## src/rtl/core/ied_pkg.sv

```systemverilog
`timescale 1ns / 1ps
// Package for the impact event detector: phase codes, register indexes,
// sample/result/config structs. No dependencies.
package ied_pkg;

    localparam int TIME_W = 32;
    localparam int MAG_W = 16;
    localparam int CNT_W = 32;
    localparam int CFG_IDX_W = 3;
    localparam int CFG_DATA_W = 16;
    // product width for the drop test: 16-bit value times a 4-bit constant
    localparam int PROD_W = MAG_W + 4;

    // drop test: dynamic below 7/10 of the trigger level
    localparam logic [3:0] DROP_NUM = 4'd7;
    localparam logic [3:0] DROP_DEN = 4'd10;

    localparam logic [CFG_IDX_W-1:0] CFG_REQUIRE_MOVING = 3'd0;
    localparam logic [CFG_IDX_W-1:0] CFG_TRIGGER_LEVEL = 3'd1;
    localparam logic [CFG_IDX_W-1:0] CFG_STILL_LEVEL = 3'd2;
    localparam logic [CFG_IDX_W-1:0] CFG_CANDIDATE_HOLD = 3'd3;
    localparam logic [CFG_IDX_W-1:0] CFG_CONFIRM_WINDOW = 3'd4;
    localparam logic [CFG_IDX_W-1:0] CFG_COOLDOWN = 3'd5;
    localparam logic [CFG_IDX_W-1:0] CFG_MOVING_GRACE = 3'd6;

    localparam logic [MAG_W-1:0] RST_TRIGGER_LEVEL = 16'd6400;
    localparam logic [MAG_W-1:0] RST_STILL_LEVEL = 16'd512;
    localparam logic [MAG_W-1:0] RST_CANDIDATE_HOLD = 16'd30;
    localparam logic [MAG_W-1:0] RST_CONFIRM_WINDOW = 16'd1500;
    localparam logic [MAG_W-1:0] RST_COOLDOWN = 16'd10000;
    localparam logic [MAG_W-1:0] RST_MOVING_GRACE = 16'd3000;

    typedef enum logic [1:0] {
        PH_ARMED     = 2'd0,
        PH_CANDIDATE = 2'd1,
        PH_CONFIRMED = 2'd2,
        PH_COOLDOWN  = 2'd3
    } t_phase;

    typedef struct packed {
        logic              require_moving;
        logic [MAG_W-1:0]  trigger_level;
        logic [MAG_W-1:0]  still_level;
        logic [MAG_W-1:0]  candidate_hold_ms;
        logic [MAG_W-1:0]  confirm_window_ms;
        logic [MAG_W-1:0]  cooldown_ms;
        logic [MAG_W-1:0]  moving_grace_ms;
    } t_cfg;

    typedef struct packed {
        logic [TIME_W-1:0] time_ms;
        logic [MAG_W-1:0]  accel_mag;
        logic [MAG_W-1:0]  accel_base;
        logic              moving;
        logic              upright;
    } t_sample;

    typedef struct packed {
        logic              crash_seen;
        logic [CNT_W-1:0]  crash_number;
        logic [MAG_W-1:0]  peak_level;
    } t_result;

endpackage

```

## src/rtl/core/ied_if.sv

```systemverilog
`timescale 1ns / 1ps
// Handshake interfaces for the impact event detector: sample, result and
// config write channels. Depends on ied_pkg.

interface ied_in_if;
    logic                          valid;
    logic                          ready;
    logic [ied_pkg::TIME_W-1:0]    time_ms;
    logic [ied_pkg::MAG_W-1:0]     accel_mag;
    logic [ied_pkg::MAG_W-1:0]     accel_base;
    logic                          moving;
    logic                          upright;

    modport source (output valid, time_ms, accel_mag, accel_base, moving, upright,
                    input ready);
    modport sink (input valid, time_ms, accel_mag, accel_base, moving, upright,
                  output ready);
endinterface

interface ied_out_if;
    logic                          valid;
    logic                          ready;
    logic                          crash_seen;
    logic [ied_pkg::CNT_W-1:0]     crash_number;
    logic [ied_pkg::MAG_W-1:0]     peak_level;

    modport source (output valid, crash_seen, crash_number, peak_level, input ready);
    modport sink (input valid, crash_seen, crash_number, peak_level, output ready);
endinterface

interface ied_cfg_if;
    logic                            valid;
    logic                            ready;
    logic [ied_pkg::CFG_IDX_W-1:0]   index;
    logic [ied_pkg::CFG_DATA_W-1:0]  data;

    modport source (output valid, index, data, input ready);
    modport sink (input valid, index, data, output ready);
endinterface

```

## src/rtl/core/ied_cfg_regs.sv

```systemverilog
`timescale 1ns / 1ps
// Configuration register file of the impact event detector.
// Depends on ied_pkg and ied_cfg_if.
module ied_cfg_regs (
    input  logic              i_clk,
    input  logic              i_rst_n,
    ied_cfg_if.sink           i_cfg,
    output ied_pkg::t_cfg     o_cfg
);

    ied_pkg::t_cfg r_cfg;
    logic          wr;

    assign i_cfg.ready = 1'b1;
    assign wr = i_cfg.valid;

    always_ff @(posedge i_clk) begin
        if (!i_rst_n) begin
            r_cfg.require_moving    <= 1'b1;
            r_cfg.trigger_level     <= ied_pkg::RST_TRIGGER_LEVEL;
            r_cfg.still_level       <= ied_pkg::RST_STILL_LEVEL;
            r_cfg.candidate_hold_ms <= ied_pkg::RST_CANDIDATE_HOLD;
            r_cfg.confirm_window_ms <= ied_pkg::RST_CONFIRM_WINDOW;
            r_cfg.cooldown_ms       <= ied_pkg::RST_COOLDOWN;
            r_cfg.moving_grace_ms   <= ied_pkg::RST_MOVING_GRACE;
        end else if (wr) begin
            unique case (i_cfg.index)
                ied_pkg::CFG_REQUIRE_MOVING: r_cfg.require_moving    <= i_cfg.data[0];
                ied_pkg::CFG_TRIGGER_LEVEL:  r_cfg.trigger_level     <= i_cfg.data;
                ied_pkg::CFG_STILL_LEVEL:    r_cfg.still_level       <= i_cfg.data;
                ied_pkg::CFG_CANDIDATE_HOLD: r_cfg.candidate_hold_ms <= i_cfg.data;
                ied_pkg::CFG_CONFIRM_WINDOW: r_cfg.confirm_window_ms <= i_cfg.data;
                ied_pkg::CFG_COOLDOWN:       r_cfg.cooldown_ms       <= i_cfg.data;
                ied_pkg::CFG_MOVING_GRACE:   r_cfg.moving_grace_ms   <= i_cfg.data;
                default: ;  // unknown index: dropped
            endcase
        end
    end

    assign o_cfg = r_cfg;

endmodule

```

## src/rtl/core/ied_core.sv

```systemverilog
`timescale 1ns / 1ps
// Phase machine and event state of the impact event detector: one sample is
// folded into the state per step. Depends on ied_pkg.
module ied_core (
    input  logic              i_clk,
    input  logic              i_rst_n,
    input  ied_pkg::t_cfg     i_cfg,
    input  logic              i_step,
    input  ied_pkg::t_sample  i_sample,
    output ied_pkg::t_result  o_result
);

    ied_pkg::t_phase                r_phase, n_phase;
    logic [ied_pkg::TIME_W-1:0]     r_phase_start, n_phase_start;
    logic [ied_pkg::TIME_W-1:0]     r_last_moving, n_last_moving;
    logic                           r_moving_seen, n_moving_seen;
    logic [ied_pkg::MAG_W-1:0]      r_peak, n_peak;
    logic [ied_pkg::CNT_W-1:0]      r_crash_count, n_crash_count;

    logic [ied_pkg::MAG_W-1:0]      dyn;
    logic [ied_pkg::MAG_W-1:0]      peak_max;
    logic [ied_pkg::TIME_W-1:0]     since_move;
    logic [ied_pkg::TIME_W-1:0]     elapsed;
    logic                           gate_open;
    logic                           drop;
    logic                           crash;
    logic [ied_pkg::PROD_W-1:0]     dyn_x10;
    logic [ied_pkg::PROD_W-1:0]     trig_x7;

    always_comb begin
        dyn = (i_sample.accel_mag >= i_sample.accel_base)
            ? i_sample.accel_mag - i_sample.accel_base
            : i_sample.accel_base - i_sample.accel_mag;
        peak_max   = (dyn > r_peak) ? dyn : r_peak;
        since_move = i_sample.time_ms - r_last_moving;
        elapsed    = i_sample.time_ms - r_phase_start;
        // a moving sample refreshes the timestamp first: distance zero
        gate_open  = i_sample.moving
                   || (r_moving_seen
                       && since_move <= {{(ied_pkg::TIME_W-ied_pkg::MAG_W){1'b0}},
                                         i_cfg.moving_grace_ms});
        dyn_x10 = {{(ied_pkg::PROD_W-ied_pkg::MAG_W){1'b0}}, dyn}
                * {{(ied_pkg::PROD_W-4){1'b0}}, ied_pkg::DROP_DEN};
        trig_x7 = {{(ied_pkg::PROD_W-ied_pkg::MAG_W){1'b0}}, i_cfg.trigger_level}
                * {{(ied_pkg::PROD_W-4){1'b0}}, ied_pkg::DROP_NUM};
        drop    = dyn_x10 < trig_x7;
        crash   = (r_phase == ied_pkg::PH_CONFIRMED)
                && (dyn <= i_cfg.still_level || !i_sample.upright);
    end

    // next state
    always_comb begin
        n_phase       = r_phase;
        n_phase_start = r_phase_start;
        n_peak        = peak_max;
        n_crash_count = r_crash_count;
        n_last_moving = i_sample.moving ? i_sample.time_ms : r_last_moving;
        n_moving_seen = r_moving_seen | i_sample.moving;
        unique case (r_phase)
            ied_pkg::PH_ARMED: begin
                if (i_cfg.require_moving && !gate_open) begin
                    n_peak = dyn;
                end else if (dyn >= i_cfg.trigger_level) begin
                    n_phase       = ied_pkg::PH_CANDIDATE;
                    n_phase_start = i_sample.time_ms;
                    n_peak        = dyn;
                end
            end
            ied_pkg::PH_CANDIDATE: begin
                if (drop) begin
                    n_phase       = ied_pkg::PH_ARMED;
                    n_phase_start = i_sample.time_ms;
                    n_peak        = '0;
                end else if (elapsed >= {{(ied_pkg::TIME_W-ied_pkg::MAG_W){1'b0}},
                                         i_cfg.candidate_hold_ms}) begin
                    n_phase       = ied_pkg::PH_CONFIRMED;
                    n_phase_start = i_sample.time_ms;
                end
            end
            ied_pkg::PH_CONFIRMED: begin
                if (crash) begin
                    n_crash_count = r_crash_count + 1'b1;
                    n_phase       = ied_pkg::PH_COOLDOWN;
                    n_phase_start = i_sample.time_ms;
                end else if (elapsed >= {{(ied_pkg::TIME_W-ied_pkg::MAG_W){1'b0}},
                                         i_cfg.confirm_window_ms}) begin
                    n_phase       = ied_pkg::PH_ARMED;
                    n_phase_start = i_sample.time_ms;
                    n_peak        = '0;
                end
            end
            ied_pkg::PH_COOLDOWN: begin
                if (elapsed >= {{(ied_pkg::TIME_W-ied_pkg::MAG_W){1'b0}},
                                i_cfg.cooldown_ms}) begin
                    n_phase       = ied_pkg::PH_ARMED;
                    n_phase_start = i_sample.time_ms;
                    n_peak        = '0;
                end
            end
            default: ;
        endcase
    end

    // outputs
    always_comb begin
        o_result.crash_seen   = crash;
        o_result.crash_number = crash ? r_crash_count + 1'b1 : '0;
        o_result.peak_level   = crash ? peak_max : '0;
    end

    always_ff @(posedge i_clk) begin
        if (!i_rst_n) begin
            r_phase       <= ied_pkg::PH_ARMED;
            r_phase_start <= '0;
            r_last_moving <= '0;
            r_moving_seen <= 1'b0;
            r_peak        <= '0;
            r_crash_count <= '0;
        end else if (i_step) begin
            r_phase       <= n_phase;
            r_phase_start <= n_phase_start;
            r_last_moving <= n_last_moving;
            r_moving_seen <= n_moving_seen;
            r_peak        <= n_peak;
            r_crash_count <= n_crash_count;
        end
    end

    a_crash_to_cooldown: assert property (@(posedge i_clk) disable iff (!i_rst_n)
        i_step && o_result.crash_seen |=> r_phase == ied_pkg::PH_COOLDOWN)
        else $error("crash did not enter cooldown");

    a_count_bump: assert property (@(posedge i_clk) disable iff (!i_rst_n)
        i_step && o_result.crash_seen |=> r_crash_count == $past(r_crash_count) + 1'b1)
        else $error("crash count did not advance");

    a_count_only_on_crash: assert property (@(posedge i_clk) disable iff (!i_rst_n)
        !(i_step && o_result.crash_seen) |=> $stable(r_crash_count))
        else $error("crash count moved without a crash");

    a_hold_when_idle: assert property (@(posedge i_clk) disable iff (!i_rst_n)
        !i_step |=> $stable(r_phase) && $stable(r_peak) && $stable(r_phase_start))
        else $error("state changed without a sample");

endmodule

```

## src/rtl/core/impact_event_detector_top.sv

```systemverilog
`timescale 1ns / 1ps
// Top level of the impact event detector: sample register, core, result
// register. Depends on ied_pkg, ied_if, ied_cfg_regs and ied_core.
//
//   channel  dir  word                                           handshake
//   i_in     in   time_ms, accel_mag, accel_base, moving, upright valid/ready
//   o_out    out  crash_seen, crash_number, peak_level           valid/ready
//   i_cfg    in   index (3b), data (16b)                         valid/ready
//
// One sample per cycle sustained while the output is not stalled; a sample
// passes through the sample register, then one state update writes its result
// into the result register. Reset is synchronous and clears state and config.
// A stalled output holds its word; the sample register keeps taking words
// while the result register is free or being drained. Config is always ready.
module impact_event_detector_top (
    input  logic  i_clk,
    input  logic  i_rst_n,
    ied_in_if.sink    i_in,
    ied_out_if.source o_out,
    ied_cfg_if.sink   i_cfg
);

    ied_pkg::t_cfg     cfg;
    ied_pkg::t_sample  r_sample;
    ied_pkg::t_result  result;
    ied_pkg::t_result  r_result;
    logic              r_in_vld;
    logic              r_out_vld;
    logic              step;

    assign step       = r_in_vld && (!r_out_vld || o_out.ready);
    assign i_in.ready = !r_in_vld || step;

    ied_cfg_regs u_cfg (
        .i_clk   (i_clk),
        .i_rst_n (i_rst_n),
        .i_cfg   (i_cfg),
        .o_cfg   (cfg)
    );

    ied_core u_core (
        .i_clk    (i_clk),
        .i_rst_n  (i_rst_n),
        .i_cfg    (cfg),
        .i_step   (step),
        .i_sample (r_sample),
        .o_result (result)
    );

    always_ff @(posedge i_clk) begin
        if (!i_rst_n) begin
            r_in_vld  <= 1'b0;
            r_out_vld <= 1'b0;
        end else begin
            if (i_in.ready) begin
                r_in_vld <= i_in.valid;
            end
            if (step) begin
                r_out_vld <= 1'b1;
            end else if (o_out.ready) begin
                r_out_vld <= 1'b0;
            end
        end
    end

    always_ff @(posedge i_clk) begin
        if (i_in.valid && i_in.ready) begin
            r_sample.time_ms    <= i_in.time_ms;
            r_sample.accel_mag  <= i_in.accel_mag;
            r_sample.accel_base <= i_in.accel_base;
            r_sample.moving     <= i_in.moving;
            r_sample.upright    <= i_in.upright;
        end
        if (step) begin
            r_result <= result;
        end
    end

    assign o_out.valid        = r_out_vld;
    assign o_out.crash_seen   = r_result.crash_seen;
    assign o_out.crash_number = r_result.crash_number;
    assign o_out.peak_level   = r_result.peak_level;

endmodule
```

## src/flat_wrapper.sv

```systemverilog
// flat-port wrapper written by rule: the top's interface ports become plain ports
module impact_event_detector_top_flat 
  (i_clk, i_rst_n, i_in_valid, i_in_time_ms, i_in_accel_mag, i_in_accel_base, i_in_moving, i_in_upright, i_in_ready, o_out_valid, o_out_crash_seen, o_out_crash_number, o_out_peak_level, o_out_ready, i_cfg_valid, i_cfg_index, i_cfg_data, i_cfg_ready);
  ied_in_if i_in_i ();
  ied_out_if o_out_i ();
  ied_cfg_if i_cfg_i ();
  input  logic i_clk;
  input  logic i_rst_n;
  input wire logic [$bits(i_in_i.valid)-1:0] i_in_valid;
  input wire logic [$bits(i_in_i.time_ms)-1:0] i_in_time_ms;
  input wire logic [$bits(i_in_i.accel_mag)-1:0] i_in_accel_mag;
  input wire logic [$bits(i_in_i.accel_base)-1:0] i_in_accel_base;
  input wire logic [$bits(i_in_i.moving)-1:0] i_in_moving;
  input wire logic [$bits(i_in_i.upright)-1:0] i_in_upright;
  output wire logic [$bits(i_in_i.ready)-1:0] i_in_ready;
  output wire logic [$bits(o_out_i.valid)-1:0] o_out_valid;
  output wire logic [$bits(o_out_i.crash_seen)-1:0] o_out_crash_seen;
  output wire logic [$bits(o_out_i.crash_number)-1:0] o_out_crash_number;
  output wire logic [$bits(o_out_i.peak_level)-1:0] o_out_peak_level;
  input wire logic [$bits(o_out_i.ready)-1:0] o_out_ready;
  input wire logic [$bits(i_cfg_i.valid)-1:0] i_cfg_valid;
  input wire logic [$bits(i_cfg_i.index)-1:0] i_cfg_index;
  input wire logic [$bits(i_cfg_i.data)-1:0] i_cfg_data;
  output wire logic [$bits(i_cfg_i.ready)-1:0] i_cfg_ready;
  assign i_in_i.valid = i_in_valid;
  assign i_in_i.time_ms = i_in_time_ms;
  assign i_in_i.accel_mag = i_in_accel_mag;
  assign i_in_i.accel_base = i_in_accel_base;
  assign i_in_i.moving = i_in_moving;
  assign i_in_i.upright = i_in_upright;
  assign i_in_ready = i_in_i.ready;
  assign o_out_valid = o_out_i.valid;
  assign o_out_crash_seen = o_out_i.crash_seen;
  assign o_out_crash_number = o_out_i.crash_number;
  assign o_out_peak_level = o_out_i.peak_level;
  assign o_out_i.ready = o_out_ready;
  assign i_cfg_i.valid = i_cfg_valid;
  assign i_cfg_i.index = i_cfg_index;
  assign i_cfg_i.data = i_cfg_data;
  assign i_cfg_ready = i_cfg_i.ready;
  impact_event_detector_top u_core (.i_clk(i_clk), .i_rst_n(i_rst_n), .i_in(i_in_i), .o_out(o_out_i), .i_cfg(i_cfg_i));
endmodule
```

## config.mk

```make
export PLATFORM = sky130hd
export DESIGN_NAME = impact_event_detector_top_flat
export DESIGN_NICKNAME = d
export VERILOG_FILES = /design/src/rtl/core/ied_pkg.sv /design/src/rtl/core/ied_if.sv /design/src/rtl/core/ied_cfg_regs.sv /design/src/rtl/core/ied_core.sv /design/src/rtl/core/impact_event_detector_top.sv /design/src/flat_wrapper.sv
export SDC_FILE = /design/constraint.sdc
export NUM_CORES = 1
export LEC_CHECK = 0
export BUFFER_PORTS_ARGS = -buffer_cell sky130_fd_sc_hd__buf_4
export CORE_MARGIN = 2
export CORE_UTILIZATION = 38
export CTS_BUF_LIST = sky130_fd_sc_hd__clkbuf_8
export CTS_CLUSTER_SIZE = 30
export DETAILED_ROUTE_END_ITERATION = 12
export SYNTH_ARGS = -nofsm -noshare
export SYNTH_HDL_FRONTEND = slang
export SYNTH_SLANG_ARGS = --single-unit
```

## constraint.sdc

```tcl
create_clock -name i_clk -period 9.3 [get_ports i_clk]
set_clock_uncertainty 0.2 [all_clocks]
set_input_delay 0.465 -clock i_clk [delete_from_list [all_inputs] [get_ports i_clk]]
set_output_delay 0.465 -clock i_clk [all_outputs]
set_load 0.005 [all_outputs]
```

==> flow_summary.yaml <==
run_status:
  status: "finished clean"
place:
  hpwlAfterDp_um: 48600
  place_ws_ns: 1.09
  gp_congestion: 0.922
  place_inst: 3559
  port_buffers: 140
timing:
  tns_ns: 0
  fmax_mhz: 120
  period_share: 0.894
  hold_viol: 0
  slew_violations: 0
  worst_slew_pin_slew_ns: 1.19
  fin_ws_ns: 0.987
  period_minus_slack_ns: 8.31
  slew_headroom: 0.207
  rsz0062_at_grt: "no"
  setup_viol: 0
route:
  ant_nets: 0
  firstDrtPassIters: 5
  via_per_inst: 5.26
  finalWirelength_um: 64500
  drc: 0
  drtIter0Drc: 1144
  vias: 19761
  post_drt_wl_per_cell_um: 17.1
grt:
  grt_pass1_vias: 19434
  grt_pass1_wl_um: 103000
  grt_use_total: 0.201
  grt_max_degree: 121
  overflow: 0
  antenna_found_initial: 1
critical_path:
  reg2reg_slack_ns: 0.99
  worstSetupPathType: "reg2reg"
  cp-start-kind: "flip-flop"
  slowest_stage: "xnor2_1"
  path_max_fanout: 34
  required_ns: 9.67
  cpPeakStageDelay_ns: 0.69
  startpoint: "u_core.r_sample[29]$_DFFE_PP_"
  worstSetupEndpointType: "flip-flop"
  timing.rr.start: "u_core.r_sample[29]$_DFFE_PP_"
  cp.arrival_ns: 8.68
die:
  ioPinCount: 142
  initial_utilization: 0.385
  die_height_um: 252
  fp.dieW_um: 252
  rows: 90
  coreArea_um2: 60600
  dieArea_um2: 63400
synthesis:
  seq_area_frac_synth: 0.331
  synth_edf_count: 115
  syn-num-nets: 3109
  synth_ff_type: "dfxtp_1"
  yosysWarningCount: 0
  ys_ff_latch: 329
  yosysUniqueCellTypes: 83
  synthesis.area_um2: 23300
  avgSynthCellArea_um2: 8.55
  async_flop_share: 0
  syn_inst: 2732
power_and_ir_drop:
  pwr_density_cell_nw_per_um2: 176
  power_uw: 4780
  p_leak_uw: 0.0109
  ir_worst_vdd_mv: 0.101
clock_network:
  cts-root-buf: "clkbuf_8"
  cts.repair.resized: 0
  clock_path_buffers: 3
  clk_pin_slew_ns: 0.06
  cts.htree.levels: 2
  clock_sinks: 329
  cts_tree: "built"
  clk_latency_ns: 0.68
  numCtsBuffers: 59
layout:
  fin_nets: 3302
  drive_gt1_frac: 0.0931
  layout_commonest_cell: "nand2_1"
  syn2layout_area_growth_pct: 16.2
  fillers: 5956
  final_cells: 3759
  final_cell_mix: "nand2_1 (423), ha_1 (266), inv_1 (265), dfxtp_1 (214), buf_4 (160)"
hold_path:
  hp-start: "i_rst_n"
  hp-class: "in2reg"
run:
  maxCapViolCount: 0
-- path summary, 6_finish.rpt --
| check | to | cells past startpoint |
|---|---|---|
| max | u_core.u_core.r_phase_start[31]$_SDFFE_PN0P_ | 31 |
| max reg2reg | u_core.u_core.r_phase_start[31]$_SDFFE_PN0P_ | 31 |
| min reg2reg | u_core.u_core.r_phase_start[11]$_SDFFE_PN0P_ | 2 |
| min | u_core.o_out.valid$_SDFFE_PN0P_ | 2 |
-- routing by layer --
metal | routed length (µm) | vias up | GRT usage
met5 | 0 | - | 0
met2 | 30500 | 416 | 0.343
li1 | - | 9945 | -
met4 | 1740 | 0 | 0.0619
met1 | 29600 | 9294 | 0.263
met3 | 2590 | 106 | 0.0259
-- where the power goes --
group	leakage [µW]	switching [µW]	internal [µW]
Combinational	0.00741	993	739
Clock	0.000701	650	782
Sequential	0.00283	53.7	1560
Total	0.0109	1700	3090
-- metrics by stage --
step	hold WS (ns)	area [µm²]	util
4_1_cts	0.0364	27100	0.448
5_1_grt	0.0757	27100	0.448
6_report	0.0725	27100	0.448
3_5_place_dp	0.247	25000	0.413
3_3_place_gp	0.242	25000	0.413
2_1_floorplan	0.233	23300	-
-- worst max-delay path, delay by kind of cell (launching register included) --
family                   cells  cell delay (ns)
AND/OR/NAND/NOR              5             0.83
XOR/XNOR                     2             0.85
multiplexers                 2             0.41
flip-flops                   1             0.39
adder cells (fa/ha/maj)      5             1.63
AO/OA/AOI/OAI               15             3.29
buffers and inverters        2             0.56
-- repair_timing --
action	in CTS	in global routing
endpoints found under the setup margin	0	0
hold endpoints to repair	165	0
setup buffers	0	0
hold buffers	87	0
-- logic make-up (layout without fill, tap and decap cells) --
logic type	Yosys count	in the layout	synth area share
other cells	1	2	0.000161
buf+inv	366	610	0.0632
fa+ha+maj	287	287	0.161
flops	329	329	0.331
compound gates	680	680	0.197
xor+xnor	129	129	0.0484
simple gates	875	875	0.171
mux	65	65	0.0281
-- registers in the layout (all words and copies together), names as in the netlist --
signal	cells
u_core.u_core.r_crash_count	32
u_core.u_core.r_phase	2
u_core.o_out.valid	1
u_core.u_core.r_phase_start	32
u_core.o_out.crash_number	32
u_core.u_cfg.o_cfg	97
u_core.r_sample	66
u_core.u_core.r_moving_seen	1
u_core.o_out.peak_level	16
u_core.u_core.r_last_moving	32
u_core.o_out.crash_seen	1
u_core.u_core.r_peak	16
u_core.r_in_vld	1
-- final cells by class --
cell class | count | area, µm² | share of cell area
multi-input cells | 2037 | 14100 | 0.521
inverters | 250 | 938 | 0.0346
repair buffers | 248 | 2080 | 0.0768
clock inverters | 44 | 304 | 0.0112
diodes | 1 | 2.50 | 0.0000923
well taps | 782 | 978 | 0.0361
flip-flops and latches | 329 | 7740 | 0.285
clock buffers | 68 | 936 | 0.0345
-- cell usage after synthesis, drive strengths merged, types with 5 or more instances --
| master | n | area share |
|---|---|---|
| buf | 22 | 0.0079 |
| nor4 | 7 | 0.0019 |
| fa | 21 | 0.018 |
| o21bai | 11 | 0.0035 |
| and3 | 17 | 0.0046 |
| or3 | 22 | 0.0059 |
| a221oi | 10 | 0.0040 |
| xor2 | 45 | 0.017 |
| nor3 | 35 | 0.0075 |
| o22a | 8 | 0.0030 |
| a31oi | 6 | 0.0016 |
| a2111oi | 11 | 0.0044 |
| a21oi | 146 | 0.032 |
| o31ai | 17 | 0.0061 |
| a21boi | 124 | 0.040 |
| o21a | 27 | 0.0087 |
| or4 | 5 | 0.0018 |
| a21o | 78 | 0.025 |
| o21ai | 120 | 0.026 |
| nand3 | 56 | 0.012 |
| a2bb2oi | 5 | 0.0019 |
| o22ai | 8 | 0.0021 |
| nand2 | 424 | 0.068 |
| mux2 | 5 | 0.0024 |
| nor2 | 151 | 0.024 |
| nand4 | 35 | 0.0094 |
| clkbuf | 94 | 0.015 |
| o211ai | 49 | 0.016 |
| a211oi | 14 | 0.0047 |
| nand2b | 26 | 0.0070 |
| edfxtp | 115 | 0.15 |
| inv | 250 | 0.040 |
| xnor2 | 84 | 0.032 |
| mux2i | 60 | 0.026 |
| nor3b | 5 | 0.0016 |
| nor2b | 27 | 0.0072 |
| and2 | 34 | 0.0091 |
| and4 | 10 | 0.0038 |
| o31a | 10 | 0.0038 |
| ha | 266 | 0.14 |
| or2 | 9 | 0.0024 |
| dfxtp | 214 | 0.18 |
No activity file was read; power rests on OpenSTA's default activity.
